`src/hdl/pbb_pkg.sv`:
```
// Package for the particle box bounce step block.
// Holds the register map, reset values, the Q16.16 word type and saturation.
// No dependencies.
`default_nettype none

package pbb_pkg;

  localparam int unsigned CFG_IDX_W = 1;
  localparam int unsigned REG_W     = 31;

  localparam logic [CFG_IDX_W-1:0] CFG_GRAVITY  = 1'b0;
  localparam logic [CFG_IDX_W-1:0] CFG_BOUNDARY = 1'b1;

  localparam logic [REG_W-1:0] GRAVITY_RST  = 31'd642908;
  localparam logic [REG_W-1:0] BOUNDARY_RST = 31'd655360;

  typedef logic signed [31:0] q16_t;

  typedef struct packed {
    q16_t pos;
    q16_t vel;
  } axis_t;

  function automatic q16_t sat33(input logic signed [32:0] v);
    if (v[32] != v[31]) begin
      return {v[32], {31{~v[32]}}};
    end
    return v[31:0];
  endfunction

endpackage

`default_nettype wire

```
`src/hdl/pbb_wall.sv`:
```
// Wall test and clamp for one axis of the particle box bounce step.
// Depends on pbb_pkg.
`default_nettype none

module pbb_wall
  import pbb_pkg::*;
(
  input  q16_t  pos,
  input  q16_t  vel,
  input  q16_t  vel_bnc,
  input  q16_t  limit,
  output axis_t res
);

  logic signed [32:0] pos_x;
  logic signed [32:0] mag;
  logic signed [32:0] lim_x;
  logic               hit;

  always_comb begin
    pos_x = {pos[31], pos};
    mag   = pos[31] ? -pos_x : pos_x;
    lim_x = {limit[31], limit};
    hit   = mag > lim_x;
    if (hit) begin
      res.pos = (pos > 0) ? limit : -limit;
      res.vel = vel_bnc;
    end else begin
      res.pos = pos;
      res.vel = vel;
    end
  end

endmodule

`default_nettype wire

```
`config.mk`:
```
export PLATFORM = sky130hd
export DESIGN_NAME = pbb_wall
export DESIGN_NICKNAME = d
export VERILOG_FILES = /design/src/hdl/pbb_pkg.sv /design/src/hdl/pbb_wall.sv
export SDC_FILE = /design/constraint.sdc
export NUM_CORES = 1
export LEC_CHECK = 0
export ABC_AREA = 1
export BUFFER_PORTS_ARGS = -buffer_cell sky130_fd_sc_hd__buf_2
export CAP_MARGIN = 20
export CORE_MARGIN = 1
export CORE_UTILIZATION = 44
export DETAILED_ROUTE_END_ITERATION = 10
export PLACE_DENSITY = 0.81
export SYNTH_ARGS = -nofsm -noshare
export SYNTH_HDL_FRONTEND = slang
export SYNTH_SLANG_ARGS = --single-unit
export TNS_END_PERCENT = 10
```
`constraint.sdc`:
```
create_clock -name vclk -period 2.6
set_input_delay 0.13 -clock vclk [all_inputs]
set_output_delay 0.13 -clock vclk [all_outputs]
set_load 0.01 [all_outputs]
```
==> results of run 1 <==
[cells in the mapped netlist, types with 2 or more instances]
master,n
nand2_1,314
nor2_1,82
inv_1,70
nand4_1,13
nor3_2,2
o31ai_1,2
clkbuf_1,4
ha_1,35
xor2_1,27
nand3b_1,3
buf_6,17
nor3_1,2
nor4_1,3
xnor2_1,10
buf_2,3
buf_4,6
nor2_2,6
o21ai_0,23
nand3_1,116
a21oi_1,17
a21o_1,2
[worst max path at each step]
stage / startpoint / endpoint / slack (ns)
2_1_floorplan: pos[4] / res[53] / 0.005
3_3_place_gp: pos[1] / res[48] / -0.61
3_5_place_dp: pos[1] / res[54] / -0.69
4_1_cts: pos[0] / res[54] / -0.50
5_1_grt: pos[8] / res[54] / -0.80
6_report: pos[3] / res[54] / -0.67
[metal layers]
layer / up-vias / track usage
met3: 58 / 0.04545
li1: 2972 / -
met4: 0 / 0.1035
met2: 330 / 0.5702
met5: - / 0
met1: 2652 / 0.4214
[worst min-delay path: cells and delay by family]
kind / cells / cell delay [ns]
buf+inv: 2 / 0.20
simple gates: 2 / 0.08
[area by class of cell]
| type | instances | share of cell area |
|---|---|---|
| multi-input combinational | 663 | 0.6098 |
| inverter | 71 | 0.04474 |
| timing repair buffer | 293 | 0.3240 |
| tap | 105 | 0.02145 |
[power groups by stage]
stage | Sequential [uW] | Combinational (uW) | Clock, uW
after floorplan | 0 | 732 | 0
after global placement | 0 | 1190 | 0
after detailed placement | 0 | 1200 | 0
after CTS | 0 | 1330 | 0
after global routing | 0 | 1620 | 0
final | 0 | 1480 | 0
[kinds of logic after synthesis]
group / Yosys count / synth area share
compound gates: 45 / 0.06242
fa+ha+maj: 35 / 0.1144
simple gates: 545 / 0.5984
other cells: 1 / 0.0009795
xor+xnor: 37 / 0.08464
buf+inv: 101 / 0.1392
[stage by stage]
| step | total power [uW] | area, um2 | setup slack (ns) | hold slack, ns | TNS [ns] |
|---|---|---|---|---|---|
| CTS | 1328 | 5844 | -0.5021 | 0.5337 | -30.11 |
| global route | 1624 | 6125 | -0.8042 | 0.5489 | -48.19 |
| global placement | 1193 | 5480 | -0.6108 | 0.5299 | -36.32 |
| detailed placement | 1205 | 5480 | -0.6899 | 0.5324 | -41.19 |
| finish | 1482 | 6125 | -0.6665 | 0.5346 | -38.76 |
| floorplan | 732.4 | 3879 | 0.004919 | 0.3777 | 0 |
[timing repair]
item,CTS,global route
gates resized for setup,70,60
endpoints found under the setup margin,64,64
setup buffers,3,0
cloned,3,2
pin swaps,35,14
==> flow_summary.yaml, run 1 <==
worst_setup_path:
  cp_cell_sequence: "buf_2, nor2_2, nand2_1, nor2_2, nand2_1, nor3_2, buf_4, nand3_1, nand2_1, xnor2_1, ha_1, nand2_2, nor2_4, nand2_2, buf_4, a21oi_4, nor2_4, nand2_2, nand2_4, nand2_8, clkbuf_16, nand2_1, nand2_2, buf_6"
  critical_path_class: "input pin to primary output"
  path_buf_inv: 5
  end_kind: "primary output"
  crit_slowest_cell: "ha_1"
  path_depth: 24
  critPathArrivalTime_ns: 3.14
  cp_top_family: "simple AND/OR/NAND/NOR gates"
  crit_path_max_incr_delay_ns: 0.30
  crit_fanout: 10
  cp.required_ns: 2.47
  crit_path_start_kind: "input pin"
sta:
  clock.fmax_mhz: 306.1
  final.period_utilization: 1.256
  hold_viol_final: 0
  worst_slew_pin_slew_ns: 0.5355
  setup_viol: 64
  relSlewSlack: 0.6417
  setup_slack_ns: -0.6665
  rsz0062_at_grt: "yes"
  slew_violations: 0
  layout_min_cycle_time_ns: 3.267
run_status:
  status: "finished, violations left"
  violations: "setup timing"
yosys:
  ys_seq_area_frac: 0
  avgSynthCellArea_um2: 5.011
  syn-num-nets: 927
  synth_top_area_cell: "nand2_1"
  synth_cells: 764
  synth_warnings: 0
  synth_area_mm2: 0.003829
  synth_top_area_share: 0.3078
  ys_types: 28
  synth.area.top_cells: "nand2_1 (31%), nand3_1 (15%), ha_1 (11%)"
power:
  internal-power_uw: 658.7
  leakagePower_uw: 0.003541
  power_frac_comb: 1.000
  p_per_area_mw_per_mm2: 242.0
  peakVddDrop_uv: 132.5
  p_seq_frac: 0
  switching_power_uw: 823.2
  swShare: 0.5555
  clockPowerShare: 0
layout:
  nets: 1192
  layout_commonest_cell: "nand2_1"
  nFlopsAndLatches: 0
  final_cell_mix: "nand2_1 (273), buf_2 (179), nand3_1 (92)"
  syn2layout_area_growth_pct: 59.97
  diodes: 0
  fin_cells: 1132
  drive_gt1_frac: 0.3905
  multiInputGateArea_mm2: 0.003735
  utilization: 0.7380
  nClkBuffers: 0
  seqCellArea_um2: 0
  n_fill_cell: 708
global_routing:
  gr-usage-all-layers: 0.3308
  globalRoute.totalOverflow: 0
  antenna_found_initial: 0
  grt_max_degree: 33
  grt_pass1_wl_mm: 23.99
  grt_pass1_vias: 5213
placed_design:
  routabilityCongestion: 0.9990
  port_buffers: 192
  dp_cells: 1125
  dp_hpwl_mm: 12.22
drt:
  drt_iter0_markers: 468
  wl_met1_mm: 6.744
  wl_mm: 16.69
  vias_per_cell: 5.311
  num_vias: 6012
  met2_length_mm: 7.903
  postRouteAntennaNets: 0
  first_pass_iters: 5
  highest_layer: "met4"
  wl_per_cell_um: 14.74
  routed-wl-met3_mm: 1.474
  drc: 0
floorplan:
  placementRows: 33
  start_util: 0.4613
  pin_count: 192
  coreArea_mm2: 0.008299
  dieArea_mm2: 0.009078
  die-height_um: 95.28
  die_x_um: 95.28
hold_path:
  hp-start: "vel[0]"
  whs_path_depth: 4
  hold_path.class: "input pin to primary output"
  hold_end: "res[0]"
run:
  cap_violations: 0
cts:
  hold_buffers: 0
Power figures use the tool's default switching activity.
==> inputs of run 2 (changes only) <==
--- a/config.mk
+++ b/config.mk
@@ -6,12 +6,13 @@
 export NUM_CORES = 1
 export LEC_CHECK = 0
 export ABC_AREA = 1
-export BUFFER_PORTS_ARGS = -buffer_cell sky130_fd_sc_hd__buf_2
 export CAP_MARGIN = 20
 export CORE_MARGIN = 1
-export CORE_UTILIZATION = 44
+export CORE_UTILIZATION = 62
 export DETAILED_ROUTE_END_ITERATION = 10
+export DONT_BUFFER_PORTS = 1
 export PLACE_DENSITY = 0.81
+export REMOVE_ABC_BUFFERS = 1
 export SYNTH_ARGS = -nofsm -noshare
 export SYNTH_HDL_FRONTEND = slang
 export SYNTH_SLANG_ARGS = --single-unit
==> flow_summary.yaml, run 2 (synthesis gave the netlist of run 1 again) <==
layout:
  syn2layout_area_growth_pct: 32.16
  nets: 966
  diodes: 0
  nFlopsAndLatches: 0
  fin_area_mm2: 0.005060
  drive_gt1_frac: 0.2834
  multiInputGateArea_mm2: 0.003905
  nClkBuffers: 0
  n_fill_cell: 378
  layout_commonest_cell: "nand2_1"
  final_cell_mix: "nand2_1 (213), nand3_1 (102), nand2_2 (89)"
  seqCellArea_um2: 0
floorplan:
  coreArea_mm2: 0.005956
  die_x_um: 80.58
  die-height_um: 80.58
  placementRows: 28
  start_util: 0.6429
  pin_count: 192
  dieArea_mm2: 0.006493
power:
  peakVddDrop_uv: 262.1
  clockPowerShare: 0
  p_per_area_mw_per_mm2: 268.3
  swShare: 0.6239
  power_frac_comb: 1.000
  finalPower_uw: 1358
  p_seq_frac: 0
  internal-power_uw: 510.7
  switching_power_uw: 847.1
  leakagePower_uw: 0.002636
sta:
  hold_viol_final: 0
  clock.fmax_mhz: 290.1
  layout_min_cycle_time_ns: 3.447
  worst_slew_pin_slew_ns: 0.9111
  relSlewSlack: 0.3904
  slew_violations: 0
  setup_slack_ns: -0.8473
  rsz0062_at_grt: "yes"
  setup_viol: 64
  final.period_utilization: 1.326
worst_setup_path:
  path_buf_inv: 4
  critPathArrivalTime_ns: 3.32
  crit_path_start_kind: "input pin"
  crit_path_max_incr_delay_ns: 0.31
  critical_path_class: "input pin to primary output"
  end_kind: "primary output"
  crit_slowest_cell: "ha_1"
  cp-startpoint: "pos[8]"
  cp_cell_sequence: "nor2_2, nand3_1, nor2_2, nand2_2, nor3_4, buf_4, a21oi_1, xor2_1, ha_1, nand2_1, nor2_2, nand2_2, nor2_2, nand3_1, nand2_2, nor2_4, nand2_2, nand2_4, buf_8, buf_12, buf_16, nand3_2, nand2_4"
  cp.required_ns: 2.47
  crit_fanout: 5
  cp_top_family: "simple AND/OR/NAND/NOR gates"
drt:
  wl_mm: 20.79
  vias_per_cell: 7.192
  drc: 115
  routed-wl-met3_mm: 3.682
  met2_length_mm: 7.891
  first_pass_iters: 11
  num_vias: 6300
  wl_per_cell_um: 23.73
  drt_iter0_markers: 1490
  highest_layer: "met5"
  postRouteAntennaNets: 0
  wl_met1_mm: 6.594
global_routing:
  grt_pass1_wl_mm: 28.90
  antenna_found_initial: 1
  grt_pass1_vias: 5740
  gr-usage-all-layers: 0.5901
  globalRoute.totalOverflow: 0
  grt_max_degree: 35
hold_path:
  hp-start: "vel[7]"
  hold_path.class: "input pin to primary output"
run_status:
  violations: "DRC, setup timing"
  status: "finished, violations left"
placed_design:
  placed_area_mm2: 0.004086
  routabilityCongestion: 1.047
  dp_hpwl_mm: 11.74
  port_buffers: 0
cts:
  hold_buffers: 0
run:
  cap_violations: 0
## run 2: power by group through the flow
stage	Sequential (uW)	Clock (uW)	Combinational, uW
2_1_floorplan	0	0	638
3_3_place_gp	0	0	849
4_1_cts	0	0	1160
5_1_grt	0	0	1440
3_5_place_dp	0	0	872
6_report	0	0	1360
## run 2: final cells by class
class / instances / area share
Tap cell: 75 / 0.01855
Multi-Input combinational cell: 663 / 0.7718
Timing Repair Buffer: 67 / 0.1528
Inverter: 71 / 0.05687
## run 2: timing repair
item                       CTS  global route
pin swaps                   28            40
gates cloned                 8             0
gates resized for setup    144            59
setup endpoints to repair   64            64
buffers inserted             9             3
hold endpoints to repair     0             0
## run 2: final timing paths
| path | slack [ns] | cells after the start | end |
|---|---|---|---|
| hold / removal | 0.36 | 2 | res[7] |
| setup / recovery | -0.85 | 23 | res[23] |
## run 2: layer usage
metal  vias up  global-route usage
met5         -              0.3000
met4         2              0.4214
met3       344              0.4409
met2       731              0.8314
met1      2709              0.5720
li1       2514                   -
## run 2: through the flow
| step | setup TNS, ns | util | hold WS, ns | std cells | setup WS (ns) |
|---|---|---|---|---|---|
| finish | -41.88 | 0.8496 | 0.3558 | 876 | -0.8473 |
| floorplan | -76.26 | - | 0.3794 | 734 | -1.191 |
| CTS | -21.31 | 0.8172 | 0.3558 | 874 | -0.3913 |
| global route | -48.26 | 0.8496 | 0.3612 | 876 | -0.8948 |
| detailed placement | -53.69 | 0.6861 | 0.3830 | 857 | -0.8675 |
| global placement | -46.96 | 0.6861 | 0.3832 | 857 | -0.7636 |
==> inputs of run 3 (changes only) <==
--- a/config.mk
+++ b/config.mk
@@ -5,13 +5,12 @@
 export SDC_FILE = /design/constraint.sdc
 export NUM_CORES = 1
 export LEC_CHECK = 0
-export ABC_AREA = 1
 export CAP_MARGIN = 20
-export CORE_MARGIN = 1
-export CORE_UTILIZATION = 62
+export CORE_AREA = 2 2 75 77
 export DETAILED_ROUTE_END_ITERATION = 10
+export DIE_AREA = 0 0 77 79
 export DONT_BUFFER_PORTS = 1
-export PLACE_DENSITY = 0.81
+export PLACE_DENSITY = 0.74
 export REMOVE_ABC_BUFFERS = 1
 export SYNTH_ARGS = -nofsm -noshare
 export SYNTH_HDL_FRONTEND = slang
==> flow_summary.yaml, run 3 <==
yosys:
  synth_cells: 379
  synth_area_mm2: 0.002952
  ys_types: 51
  avgSynthCellArea_um2: 7.788
  ys_seq_area_frac: 0
  synth_common_cells: "mux2_2 (58), xnor2_1 (58), inv_1 (38)"
  synth.area.top_cells: "mux2_2 (22%), xnor2_1 (17%), ha_1 (15%)"
  synth_top_area_share: 0.2213
  synth_top_area_cell: "mux2_2"
  synth_warnings: 0
layout:
  fin_area_mm2: 0.003590
  drive_gt1_frac: 0.2918
  final_cell_mix: "xnor2_1 (58), mux2_4 (49), inv_1 (38)"
  diodes: 0
  utilization: 0.6725
  syn2layout_area_growth_pct: 21.62
  fin_cells: 473
  layout_commonest_cell: "xnor2_1"
  n_fill_cell: 469
  nets: 566
  seqCellArea_um2: 0
  nClkBuffers: 0
  nFlopsAndLatches: 0
global_routing:
  grt_pass1_vias: 2941
  gr-usage-all-layers: 0.2777
  grt_pass1_wl_mm: 14.05
  antenna_found_initial: 0
  grt_max_degree: 36
  globalRoute.totalOverflow: 0
worst_setup_path:
  path_buf_inv: 5
  crit_path_max_incr_delay_ns: 0.53
  crit_slowest_cell: "or4_4"
  crit_top_cell: "buf_4"
  cp.required_ns: 2.47
  end_kind: "primary output"
  critPathArrivalTime_ns: 3.56
  critical_path_class: "input pin to primary output"
  crit_path_start_kind: "input pin"
  cp_top_family: "simple AND/OR/NAND/NOR gates"
  cp_cell_sequence: "or4_4, buf_4, nor4_4, buf_4, nand2_1, o21ai_2, xnor2_1, ha_1, nand4_1, and4bb_2, nand4b_1, o211a_1, a31oi_4, buf_4, buf_12, mux2i_4, buf_4"
  crit_fanout: 13
placed_design:
  placed_area_mm2: 0.003219
  dp_hpwl_mm: 7.280
  port_buffers: 0
  routabilityCongestion: 0.8558
  dp_cells: 468
drt:
  routed-wl-met3_um: 767
  wl_met1_mm: 3.841
  num_vias: 3101
  postRouteAntennaNets: 0
  first_pass_iters: 4
  wl_per_cell_um: 19.89
  drc: 0
  drt_iter0_markers: 188
  vias_per_cell: 6.556
  wl_mm: 9.409
  highest_layer: "met4"
  met2_length_mm: 4.580
floorplan:
  die-height_um: 79
  pin_count: 192
  placementRows: 27
  dieArea_mm2: 0.006083
  die_x_um: 77
  start_util: 0.5530
  coreArea_mm2: 0.005338
sta:
  worst_slew_pin_slew_ns: 0.6697
  clock.fmax_mhz: 271.1
  setup_viol: 64
  final.period_utilization: 1.419
  layout_min_cycle_time_ns: 3.689
  rsz0062_at_grt: "yes"
  relSlewSlack: 0.5494
  finalHoldWorstSlack_ns: 0.3964
  setup_slack_ns: -1.089
  hold_viol_final: 0
  slew_violations: 0
hold_path:
  hold_path.class: "input pin to primary output"
power:
  leakagePower_uw: 0.001603
  peakVddDrop_uv: 136.7
  p_per_area_mw_per_mm2: 242.2
  finalPower_uw: 869.5
run:
  cap_violations: 0
run_status:
  status: "finished, violations left"
  violations: "setup timing"
## run 3: cell types whose count changed after synthesis, moves of 32 or more
| cell | delta |
|---|---|
| inv_1 | -32 |
| mux2_2 | +58 |
| xnor2_1 | +48 |
| nand3_1 | -111 |
| nand2_1 | -288 |
| nor2_1 | -71 |
## run 3: repair_timing
item                                   in CTS  in global routing
pin swaps                                   2                  2
gates resized for setup                    59                 11
hold buffers                                0                  0
gates cloned                                2                  1
setup endpoints to repair                  64                 64
endpoints found under the hold margin       0                  0
setup buffers                               2                  0
## run 3: power by group
part | leakage (uW) | switching, uW | internal [uW]
sequential | 0 | 0 | 0
combinational | 0.00160 | 404 | 466
clock | 0 | 0 | 0
total | 0.00160 | 404 | 466
## run 3: layer usage
metal  vias to the layer above  global-route usage
met5                         -                   0
met2                       158              0.4930
met3                        21             0.04773
li1                       1451                   -
met4                         0             0.06071
met1                      1471              0.3523
## run 3: cells by family (layout without fill, tap and decap cells)
logic type / Yosys count / in the layout / synth area share
simple gates: 91 / 91 / 0.1763
mux: 64 / 64 / 0.2484
buf+inv: 51 / 73 / 0.07164
xor+xnor: 59 / 59 / 0.1751
fa+ha+maj: 35 / 35 / 0.1484
compound gates: 78 / 78 / 0.1789
other cells: 1 / 1 / 0.001271
## run 3: final cells by class
class	count	area [um2]	share of cell area
Multi-Input combinational cell	328	3004	0.8369
Timing Repair Buffer	35	352.8	0.09829
Inverter	38	142.6	0.03974
Tap cell	72	90.09	0.02510
## run 3: per-stage QoR
step,worst slack [ns],TNS [ns]
after floorplan,-2.650,-169.25
after global placement,-1.142,-67.65
after detailed placement,-1.207,-70.87
after CTS,-1.044,-62.35
after global routing,-1.244,-75.70
final,-1.089,-66.65
## run 3: path summary, 6_finish.rpt
| path | from | to | slack, ns | cells after the start |
|---|---|---|---|---|
| min | pos[25] | res[57] | 0.40 | 1 |
| max | pos[20] | res[32] | -1.09 | 17 |
